[src/hw/rtl/irsd_pkg.sv]
// Shared types, register indexes, codes and coil table for the IR stepper drive.
`default_nettype none
package irsd_pkg;

  // Configuration register indexes
  localparam int unsigned CFG_ADDR_W = 3;
  localparam logic [CFG_ADDR_W-1:0] REG_LEADER_MIN    = 3'd0;
  localparam logic [CFG_ADDR_W-1:0] REG_ONE_MIN       = 3'd1;
  localparam logic [CFG_ADDR_W-1:0] REG_SPACE_TIMEOUT = 3'd2;
  localparam logic [CFG_ADDR_W-1:0] REG_RELEASE_LIMIT = 3'd3;
  localparam logic [CFG_ADDR_W-1:0] REG_FORWARD_CODE  = 3'd4;
  localparam logic [CFG_ADDR_W-1:0] REG_LEFT_CODE     = 3'd5;
  localparam logic [CFG_ADDR_W-1:0] REG_RIGHT_CODE    = 3'd6;

  // Register reset values
  localparam logic [15:0] LEADER_MIN_RST    = 16'd750;
  localparam logic [15:0] ONE_MIN_RST       = 16'd50;
  localparam logic [15:0] SPACE_TIMEOUT_RST = 16'd5000;
  localparam logic [15:0] RELEASE_LIMIT_RST = 16'd5000;
  localparam logic [31:0] FORWARD_CODE_RST  = 32'h00FF_629D;
  localparam logic [31:0] LEFT_CODE_RST     = 32'h00FF_22DD;
  localparam logic [31:0] RIGHT_CODE_RST    = 32'h00FF_C23D;

  // Drive modes
  localparam logic [1:0] MODE_STOP    = 2'd0;
  localparam logic [1:0] MODE_RIGHT   = 2'd1;
  localparam logic [1:0] MODE_LEFT    = 2'd2;
  localparam logic [1:0] MODE_FORWARD = 2'd3;

  // Indicator patterns per command
  localparam logic [3:0] IND_OFF     = 4'd0;
  localparam logic [3:0] IND_LEFT    = 4'd1;
  localparam logic [3:0] IND_RIGHT   = 4'd2;
  localparam logic [3:0] IND_FORWARD = 4'd3;

  // Frame length in bits
  localparam logic [5:0] FRAME_BITS = 6'd32;

  // Stream payload widths
  localparam int unsigned IN_DATA_W  = 8;
  localparam int unsigned OUT_DATA_W = 48;

  typedef struct packed {
    logic [15:0] leader_min;
    logic [15:0] one_min;
    logic [15:0] space_timeout;
    logic [15:0] release_limit;
    logic [31:0] forward_code;
    logic [31:0] left_code;
    logic [31:0] right_code;
  } cfg_t;

  // Decoder result for one sample (next values of the command state)
  typedef struct packed {
    logic [1:0]  mode;
    logic [3:0]  indicator;
    logic        done;
    logic [31:0] word;
  } dec_res_t;

  // Full-step coil pattern for a phase index
  function automatic logic [3:0] coil_pattern(input logic [1:0] idx);
    logic [3:0] pat;
    case (idx)
      2'd0:    pat = 4'd3;
      2'd1:    pat = 4'd6;
      2'd2:    pat = 4'd12;
      default: pat = 4'd9;
    endcase
    return pat;
  endfunction

endpackage
`default_nettype wire

[src/hw/rtl/irsd_decode.sv]
// NEC-style frame decoder with command match and release timeout.
`default_nettype none
module irsd_decode import irsd_pkg::*; #(
  parameter int unsigned COUNT_WIDTH = 16
) (
  input  wire logic     clk,
  input  wire logic     rst_n,
  input  wire logic     en,
  input  wire logic     ir_level,
  input  wire cfg_t     cfg,
  output dec_res_t      res
);

  localparam int unsigned CMP_W = (COUNT_WIDTH > 16) ? COUNT_WIDTH : 16;
  localparam logic [COUNT_WIDTH-1:0] CNT_ONE = COUNT_WIDTH'(1);

  typedef enum logic [4:0] {
    PH_IDLE   = 5'b00001,
    PH_LEADER = 5'b00010,
    PH_LSPACE = 5'b00100,
    PH_MARK   = 5'b01000,
    PH_SPACE  = 5'b10000
  } phase_t;

  phase_t                 phase_r, phase_nxt;
  logic [COUNT_WIDTH-1:0] dur_r, dur_nxt, dur_inc;
  logic [COUNT_WIDTH-1:0] rel_r, rel_nxt, rel_inc;
  logic [5:0]             bidx_r, bidx_nxt, bidx_inc;
  logic [31:0]            shift_r, shift_nxt, shift_in;
  logic [1:0]             mode_r, mode_nxt;
  logic [3:0]             ind_r, ind_nxt;
  logic [31:0]            word_r, word_nxt;
  logic                   done;
  logic                   dur_gt_leader, dur_inc_gt_tmo, rel_inc_gt_lim, bit_one;

  // Saturating counters and threshold compares
  assign dur_inc  = (dur_r == '1) ? dur_r : dur_r + CNT_ONE;
  assign rel_inc  = (rel_r == '1) ? rel_r : rel_r + CNT_ONE;
  assign bidx_inc = bidx_r + 6'd1;
  assign bit_one  = CMP_W'(dur_r) > CMP_W'(cfg.one_min);
  assign shift_in = {shift_r[30:0], bit_one};
  assign dur_gt_leader  = CMP_W'(dur_r) > CMP_W'(cfg.leader_min);
  assign dur_inc_gt_tmo = CMP_W'(dur_inc) > CMP_W'(cfg.space_timeout);
  assign rel_inc_gt_lim = CMP_W'(rel_inc) > CMP_W'(cfg.release_limit);

  // Receive state machine
  always_comb begin
    phase_nxt = phase_r;
    dur_nxt   = dur_r;
    rel_nxt   = rel_r;
    bidx_nxt  = bidx_r;
    shift_nxt = shift_r;
    mode_nxt  = mode_r;
    ind_nxt   = ind_r;
    word_nxt  = word_r;
    done      = 1'b0;
    case (phase_r)
      PH_LEADER: begin
        if (!ir_level) begin
          dur_nxt = dur_inc;
        end else if (dur_gt_leader) begin
          phase_nxt = PH_LSPACE;
          bidx_nxt  = '0;
          shift_nxt = '0;
          dur_nxt   = '0;
        end else begin
          phase_nxt = PH_IDLE;
          rel_nxt   = '0;
          dur_nxt   = '0;
        end
      end
      PH_LSPACE: begin
        if (!ir_level) begin
          phase_nxt = PH_MARK;
          dur_nxt   = CNT_ONE;
        end
      end
      PH_MARK: begin
        if (!ir_level) begin
          dur_nxt = dur_inc;
        end else if (dur_gt_leader) begin
          // over-long mark: treat as a new leader
          phase_nxt = PH_LSPACE;
          bidx_nxt  = '0;
          shift_nxt = '0;
          dur_nxt   = '0;
        end else if (cfg.space_timeout == '0) begin
          // first space sample already beyond timeout
          phase_nxt = PH_IDLE;
          rel_nxt   = '0;
          dur_nxt   = '0;
        end else begin
          phase_nxt = PH_SPACE;
          dur_nxt   = CNT_ONE;
        end
      end
      PH_SPACE: begin
        if (ir_level) begin
          if (dur_inc_gt_tmo) begin
            phase_nxt = PH_IDLE;
            rel_nxt   = '0;
            dur_nxt   = '0;
          end else begin
            dur_nxt = dur_inc;
          end
        end else begin
          shift_nxt = shift_in;
          dur_nxt   = CNT_ONE;
          if (bidx_inc >= FRAME_BITS) begin
            // frame complete; this low sample opens the next leader
            done      = 1'b1;
            word_nxt  = shift_in;
            bidx_nxt  = '0;
            rel_nxt   = '0;
            phase_nxt = PH_LEADER;
            if (shift_in == cfg.forward_code) begin
              mode_nxt = MODE_FORWARD;
              ind_nxt  = IND_FORWARD;
            end else if (shift_in == cfg.left_code) begin
              mode_nxt = MODE_LEFT;
              ind_nxt  = IND_LEFT;
            end else if (shift_in == cfg.right_code) begin
              mode_nxt = MODE_RIGHT;
              ind_nxt  = IND_RIGHT;
            end
          end else begin
            bidx_nxt  = bidx_inc;
            phase_nxt = PH_MARK;
          end
        end
      end
      default: begin
        // idle, and any stray code
        phase_nxt = PH_IDLE;
        if (ir_level) begin
          rel_nxt = rel_inc;
          if (rel_inc_gt_lim) begin
            mode_nxt = MODE_STOP;
            ind_nxt  = IND_OFF;
          end
        end else begin
          rel_nxt   = '0;
          phase_nxt = PH_LEADER;
          dur_nxt   = CNT_ONE;
        end
      end
    endcase
  end

  // State registers
  always_ff @(posedge clk) begin
    if (!rst_n) begin
      phase_r <= PH_IDLE;
      dur_r   <= '0;
      rel_r   <= '0;
      bidx_r  <= '0;
      shift_r <= '0;
      mode_r  <= MODE_STOP;
      ind_r   <= IND_OFF;
      word_r  <= '0;
    end else if (en) begin
      phase_r <= phase_nxt;
      dur_r   <= dur_nxt;
      rel_r   <= rel_nxt;
      bidx_r  <= bidx_nxt;
      shift_r <= shift_nxt;
      mode_r  <= mode_nxt;
      ind_r   <= ind_nxt;
      word_r  <= word_nxt;
    end
  end

  assign res = '{mode: mode_nxt, indicator: ind_nxt, done: done, word: word_nxt};

endmodule
`default_nettype wire

[src/hw/rtl/irsd_stepper.sv]
// Two full-step phase counters and coil pin register.
`default_nettype none
module irsd_stepper import irsd_pkg::*; (
  input  wire logic       clk,
  input  wire logic       rst_n,
  input  wire logic       en,
  input  wire logic       step_tick,
  input  wire logic [1:0] mode,
  output logic      [7:0] pins_nxt
);

  logic [1:0] left_r, left_nxt, right_r, right_nxt;
  logic [7:0] pins_r;
  logic       move;

  assign move = step_tick && (mode != MODE_STOP);

  // Phase direction per mode
  always_comb begin
    left_nxt  = left_r;
    right_nxt = right_r;
    if (move) begin
      case (mode)
        MODE_RIGHT: begin
          left_nxt  = left_r - 2'd1;
          right_nxt = right_r - 2'd1;
        end
        MODE_LEFT: begin
          left_nxt  = left_r + 2'd1;
          right_nxt = right_r + 2'd1;
        end
        default: begin
          left_nxt  = left_r - 2'd1;
          right_nxt = right_r + 2'd1;
        end
      endcase
    end
  end

  // Pins hold unless the motors move
  assign pins_nxt = move ? {coil_pattern(right_nxt), coil_pattern(left_nxt)} : pins_r;

  always_ff @(posedge clk) begin
    if (!rst_n) begin
      left_r  <= '0;
      right_r <= '0;
      pins_r  <= '0;
    end else if (en) begin
      left_r  <= left_nxt;
      right_r <= right_nxt;
      pins_r  <= pins_nxt;
    end
  end

endmodule
`default_nettype wire

[src/hw/rtl/ir_remote_stepper_drive_core.sv]
// An accepted item passes the input register, then the output register (out_tvalid).
// Throughput: one item per cycle unless stalled; input register feeds decoder and
// stepper logic, whose result lands in the output register, so both stages advance
// together. Stalls on out_tready back up into the input register and then in_tready.
// Reset (rst_n low, synchronous): registers to reset values, decoder idle,
// mode stop, phase counters and pins zero, no items in flight.
`default_nettype none
module ir_remote_stepper_drive_core import irsd_pkg::*; #(
  parameter int unsigned COUNT_WIDTH = 16
) (
  input  wire logic                  clk,
  input  wire logic                  rst_n,
  // input stream
  input  wire logic                  in_tvalid,
  output logic                       in_tready,
  input  wire logic [IN_DATA_W-1:0]  in_tdata,   // [0] ir_level, [1] step_tick
  // result stream
  output logic                       out_tvalid,
  input  wire logic                  out_tready,
  output logic      [OUT_DATA_W-1:0] out_tdata,  // [7:0] motor_pins, [11:8] indicator,
                                                 // [13:12] drive_mode, [14] frame_done,
                                                 // [46:15] frame_word
  // configuration
  input  wire logic                  cfg_we,
  input  wire logic [CFG_ADDR_W-1:0] cfg_addr,
  input  wire logic [31:0]           cfg_wdata
);

  cfg_t            cfg_r;
  logic            s1_v_r, s1_ir_r, s1_tick_r;
  logic            out_v_r;
  logic [OUT_DATA_W-1:0] out_data_r;
  logic            adv, en;
  dec_res_t        dec_res;
  logic [7:0]      pins_nxt;

  // Configuration registers
  always_ff @(posedge clk) begin
    if (!rst_n) begin
      cfg_r.leader_min    <= LEADER_MIN_RST;
      cfg_r.one_min       <= ONE_MIN_RST;
      cfg_r.space_timeout <= SPACE_TIMEOUT_RST;
      cfg_r.release_limit <= RELEASE_LIMIT_RST;
      cfg_r.forward_code  <= FORWARD_CODE_RST;
      cfg_r.left_code     <= LEFT_CODE_RST;
      cfg_r.right_code    <= RIGHT_CODE_RST;
    end else if (cfg_we) begin
      case (cfg_addr)
        REG_LEADER_MIN:    cfg_r.leader_min    <= cfg_wdata[15:0];
        REG_ONE_MIN:       cfg_r.one_min       <= cfg_wdata[15:0];
        REG_SPACE_TIMEOUT: cfg_r.space_timeout <= cfg_wdata[15:0];
        REG_RELEASE_LIMIT: cfg_r.release_limit <= cfg_wdata[15:0];
        REG_FORWARD_CODE:  cfg_r.forward_code  <= cfg_wdata;
        REG_LEFT_CODE:     cfg_r.left_code     <= cfg_wdata;
        REG_RIGHT_CODE:    cfg_r.right_code    <= cfg_wdata;
        default: ;
      endcase
    end
  end

  // Pipeline handshake: the stage pair moves when the output slot frees
  assign adv       = !out_v_r || out_tready;
  assign in_tready = !s1_v_r || adv;
  assign en        = s1_v_r && adv;

  // Input register
  always_ff @(posedge clk) begin
    if (!rst_n) begin
      s1_v_r <= 1'b0;
    end else if (in_tready) begin
      s1_v_r <= in_tvalid;
    end
  end

  always_ff @(posedge clk) begin
    if (in_tready && in_tvalid) begin
      s1_ir_r   <= in_tdata[0];
      s1_tick_r <= in_tdata[1];
    end
  end

  irsd_decode #(
    .COUNT_WIDTH(COUNT_WIDTH)
  ) u_decode (
    .clk      (clk),
    .rst_n    (rst_n),
    .en       (en),
    .ir_level (s1_ir_r),
    .cfg      (cfg_r),
    .res      (dec_res)
  );

  irsd_stepper u_stepper (
    .clk       (clk),
    .rst_n     (rst_n),
    .en        (en),
    .step_tick (s1_tick_r),
    .mode      (dec_res.mode),
    .pins_nxt  (pins_nxt)
  );

  // Result register
  always_ff @(posedge clk) begin
    if (!rst_n) begin
      out_v_r <= 1'b0;
    end else if (adv) begin
      out_v_r <= s1_v_r;
    end
  end

  always_ff @(posedge clk) begin
    if (en) begin
      out_data_r <= {1'b0, dec_res.word, dec_res.done, dec_res.mode,
                     dec_res.indicator, pins_nxt};
    end
  end

  assign out_tvalid = out_v_r;
  assign out_tdata  = out_data_r;

  // Checks
  a_en_fills_output: assert property (@(posedge clk) disable iff (!rst_n)
    en |=> out_v_r)
    else $error("processed item did not reach the output register");

  a_stall_holds_input: assert property (@(posedge clk) disable iff (!rst_n)
    (s1_v_r && !adv) |=> s1_v_r)
    else $error("input register dropped an item during a stall");

  a_ready_means_room: assert property (@(posedge clk) disable iff (!rst_n)
    !in_tready |-> (s1_v_r && out_v_r))
    else $error("input blocked without both stages full");

  a_mode_matches_ind: assert property (@(posedge clk) disable iff (!rst_n)
    out_v_r |-> ((out_data_r[13:12] == MODE_STOP) == (out_data_r[11:8] == IND_OFF)))
    else $error("drive mode and indicator disagree");

endmodule
`default_nettype wire
[config.mk]
export PLATFORM = sky130hd
export DESIGN_NAME = ir_remote_stepper_drive_core
export DESIGN_NICKNAME = d
export VERILOG_FILES = /design/src/hw/rtl/irsd_pkg.sv /design/src/hw/rtl/irsd_decode.sv /design/src/hw/rtl/irsd_stepper.sv /design/src/hw/rtl/ir_remote_stepper_drive_core.sv
export SDC_FILE = /design/constraint.sdc
export NUM_CORES = 1
export LEC_CHECK = 0
export BUFFER_PORTS_ARGS = -buffer_cell sky130_fd_sc_hd__buf_2
export CELL_PAD_IN_SITES_DETAIL_PLACEMENT = 1
export CELL_PAD_IN_SITES_GLOBAL_PLACEMENT = 1
export CORE_MARGIN = 10
export CORE_UTILIZATION = 40
export CTS_BUF_LIST = sky130_fd_sc_hd__clkbuf_4 sky130_fd_sc_hd__clkbuf_8 sky130_fd_sc_hd__clkbuf_16
export DETAILED_ROUTE_END_ITERATION = 16
export GPL_ROUTABILITY_DRIVEN = 0
export PLACE_DENSITY_LB_ADDON = 0.1
export SYNTH_ARGS = -nofsm -noshare
export SYNTH_HDL_FRONTEND = slang
export SYNTH_HIERARCHICAL = 1
export SYNTH_SLANG_ARGS = --single-unit
[constraint.sdc]
create_clock -name clk -period 6.3 [get_ports clk]
set_clock_uncertainty 0.05 [all_clocks]
set_input_delay 0.63 -clock clk [delete_from_list [all_inputs] [get_ports clk]]
set_output_delay 0.63 -clock clk [all_outputs]
set_load 0.1 [all_outputs]
==> summary.txt <==
Outcome
  • Outcome: finished, final reports clean

Timing
  • Final hold viol count: 0
  • Fmax achieved: 183 MHz
  • Period Utilization, post-route: 86.7%
  • RSZ-0062 raised after global routing: no
  • Tmin final: 5.46 ns
  • Total Neg Setup Slack: 0 ns
  • Final setup fails: 0
  • Slew Viols, Final: 0
  • Worst slew pin tran: 1.04 ns
  • Final worst slack: 0.839 ns
  • Relative slew slack: 29.9%

Route
  • Starting DRT DRC Count: 760
  • Post-DRT Antenna Nets: 0
  • First-pass DRT Iterations: 5
  • Wire per inst: 20.5 um
  • WL final: 50800 um
  • DR vias: 13300
  • Number of remaining DRC errors: 0
  • Via density per instance: 5.36

Pwr
  • Combinational share of power: 7.7%
  • Sw Pwr: 0.00126 W
  • Clock power frac: 46.4%
  • Pleak: 8.09 nW
  • Switching Fraction: 25.8%
  • Power per Cell Area: 252 nW/um2
  • Seq pwr share: 45.8%
  • P_int: 0.00361 W
  • Final Power: 0.00487 W
  • Max IR drop VDD: 174 uV

Global routing
  • Total gr overflow: 0
  • Largest net degree at the start of global routing: 93
  • Total global-route track usage: 19.6%
  • Antenna violations before repair: 0
  • Number of global-route vias before repair: 13800
  • Global-route wire length before repair: 79000 um

Placement
  • Placed inst area: 18100 um2
  • PortBufs: 90
  • Worst slack at placement: 0.828 ns
  • Dpl cells: 2398
  • Dpl hpwl: 35900 um

Final layout
  • Layout cell share with drive strength beyond 1: 13.1%
  • Fill count: 4824
  • Non-filler instance count after layout: 2472
  • P&R area growth vs syn: 12.3%
  • Fin area: 19300 um2
  • Final net count: 1982

Logic synthesis
  • Post-synth top cells: dfxtp_1, nand2_1, mux2i_1, nor2b_1, clkbuf_1
  • Largest area contributor in the synthesized netlist: dfxtp_1
  • Mapped Avg Cell Area: 9.37 um2
  • Flops & latches, synth: 335
  • Synth Instances: 1840
  • Seq/Total Area, Yosys: 41.8%
  • Synth warn: 6
  • Synth unique cells: 78
  • Top-area cell type share of the netlist area: 33.2%
  • Post-Syn Area: 17200 um2
  • Async SR Flop Fraction: 0%
  • Post-synth net total: 1959
  • Count leader, synth: dfxtp_1
  • Top_reg_cell synth: dfxtp_1
  • Post-synth EDFFs: 49
  • Largest cells by area after synthesis: dfxtp_1, mux2i_1, edfxtp_1, ha_1, nand2_1

Clock network
  • Root Buffer: clkbuf_16
  • Post-CTS Setup Bufs: 0
  • PostCTS Resize Cnt: 0
  • Clk slew on worst S/H paths: 0.06 ns
  • Clock Latency Late Sink: 0.57 ns
  • CTS tree: built
  • H-tree depth: 2
  • TritonCTS buffer count: 40
  • # hold bufs at CTS: 0
  • CTS max path bufs: 3
  • CTS Sinks: 335

Flow run
  • MaxCap Viol Count: 0

Worst hold path
  • Hold/Removal Path Class: input port to register
  • Hold Path Depth: 1

Critical path
  • Crit end category: register
  • R2r worst-path depth: 21
  • Startpoint types: register
  • Required time of the critical path: 6.57 ns
  • Worst Path Arrival: 5.73 ns
  • Critical path class: register to register
  • CP Max Fanout: 8

Floorplan
  • Die X: 228 um
  • Die ar.: 51800 um2
  • Die H: 228 um
  • Io pins: 98
  • # rows: 75
  • Initial Util: 40.7%
  • CORE AREA: 42300 um2
area by class of cell:
type	count	area, um2	area share (%)
antenna	1	2.50	0.0129
clock buffer	53	1140	5.87
clock inverter	20	136	0.705
inverter	83	312	1.61
multi-input combinational	1284	9170	47.4
sequential	335	7200	37.2
tap	577	722	3.73
timing repair buffer	119	674	3.49
power groups by stage:
stage	Combinational, W	Sequential [W]	Clock (W)
final	0.000376	0.00223	0.00226
after global routing	0.000402	0.00224	0.00242
after CTS	0.000380	0.00223	0.00232
after detailed placement	0.000380	0.00228	0
after global placement	0.000375	0.00228	0
after floorplan	0.000169	0.00239	0
per-stage QoR:
step	hold slack, ns	util (%)
after floorplan	0.355	-
after global placement	0.362	42.7
after detailed placement	0.375	42.7
after CTS	0.176	45.7
after global routing	0.176	45.7
final	0.210	45.7
per-layer routing:
metal	vias up	wire [um]	GRT usage, %
met1	6544	24800	26.9
met4	0	967	4.58
met2	188	23000	31.3
met5	-	0	0
met3	66	1970	3.46
li1	6458	-	-
state kept, by name (all words and copies together), names as in the netlist, 2 cells and up:
name / count
cfg_r: 160
out_tdata: 47
u_decode/word_r: 32
u_decode/shift_r: 31
u_decode/dur_r: 16
u_decode/rel_r: 16
u_stepper/pins_r: 8
u_decode/bidx_r: 6
u_decode/phase_r: 5
u_decode/ind_r: 4
u_decode/mode_r: 2
u_stepper/left_r: 2
u_stepper/right_r: 2
cell usage in the layout, fill, tap and decap left out, types with 27 or more instances in the layout:
master,Yosys,routed
xor2_1,52,52
o21ai_0,57,55
buf_2,29,89
nand4_1,72,72
edfxtp_1,49,49
mux2i_1,204,204
ha_1,71,71
inv_1,82,81
a21oi_1,65,65
mux2_2,34,34
nor2b_1,101,100
nand3_1,27,27
xnor2_1,73,73
clkbuf_16,0,40
nand2_1,217,217
dfxtp_1,286,286
buf_4,5,29
nor2_1,77,77
worst max-delay path, cell delays in order, from the launching register on:
cell,delay [ns]
dfxtp_1,0.45
and3_1,0.21
nand3_1,0.21
or4b_1,0.70
nor2b_1,0.29
and3_1,0.25
xor2_1,0.17
ha_1,0.31
nand2_1,0.06
nor3_1,0.22
o21a_1,0.17
o31ai_1,0.06
a31oi_1,0.45
nand2_1,0.15
a21o_1,0.28
nor2_1,0.21
nor2b_1,0.13
xnor2_1,0.25
inv_1,0.10
ha_1,0.33
nand2_1,0.07
o21a_1,0.11
logic make-up (layout without fill, tap and decap cells):
kind of cell / after synthesis / after routing / share of synthesized area, %
other: 1 / 2 / 0.0218
flip-flops: 335 / 335 / 41.8
AND/OR/NAND/NOR: 609 / 609 / 18.0
adder cells (fa/ha/maj): 71 / 71 / 5.15
AO/OA/AOI/OAI: 239 / 239 / 9.10
XOR/XNOR: 126 / 126 / 6.48
multiplexers: 238 / 238 / 14.1
buffers and inverters: 221 / 275 / 5.40
final timing paths:
check,startpoint,endpoint,slack [ns]
max,u_decode/rel_r[4],out_tdata[0],0.84
min,in_tdata[1],s1_tick_r,0.21
max reg2reg,u_decode/rel_r[4],out_tdata[0],0.84
min reg2reg,u_decode/ind_r[3],u_decode/ind_r[3],0.38
Power figures use the tool's default switching activity.
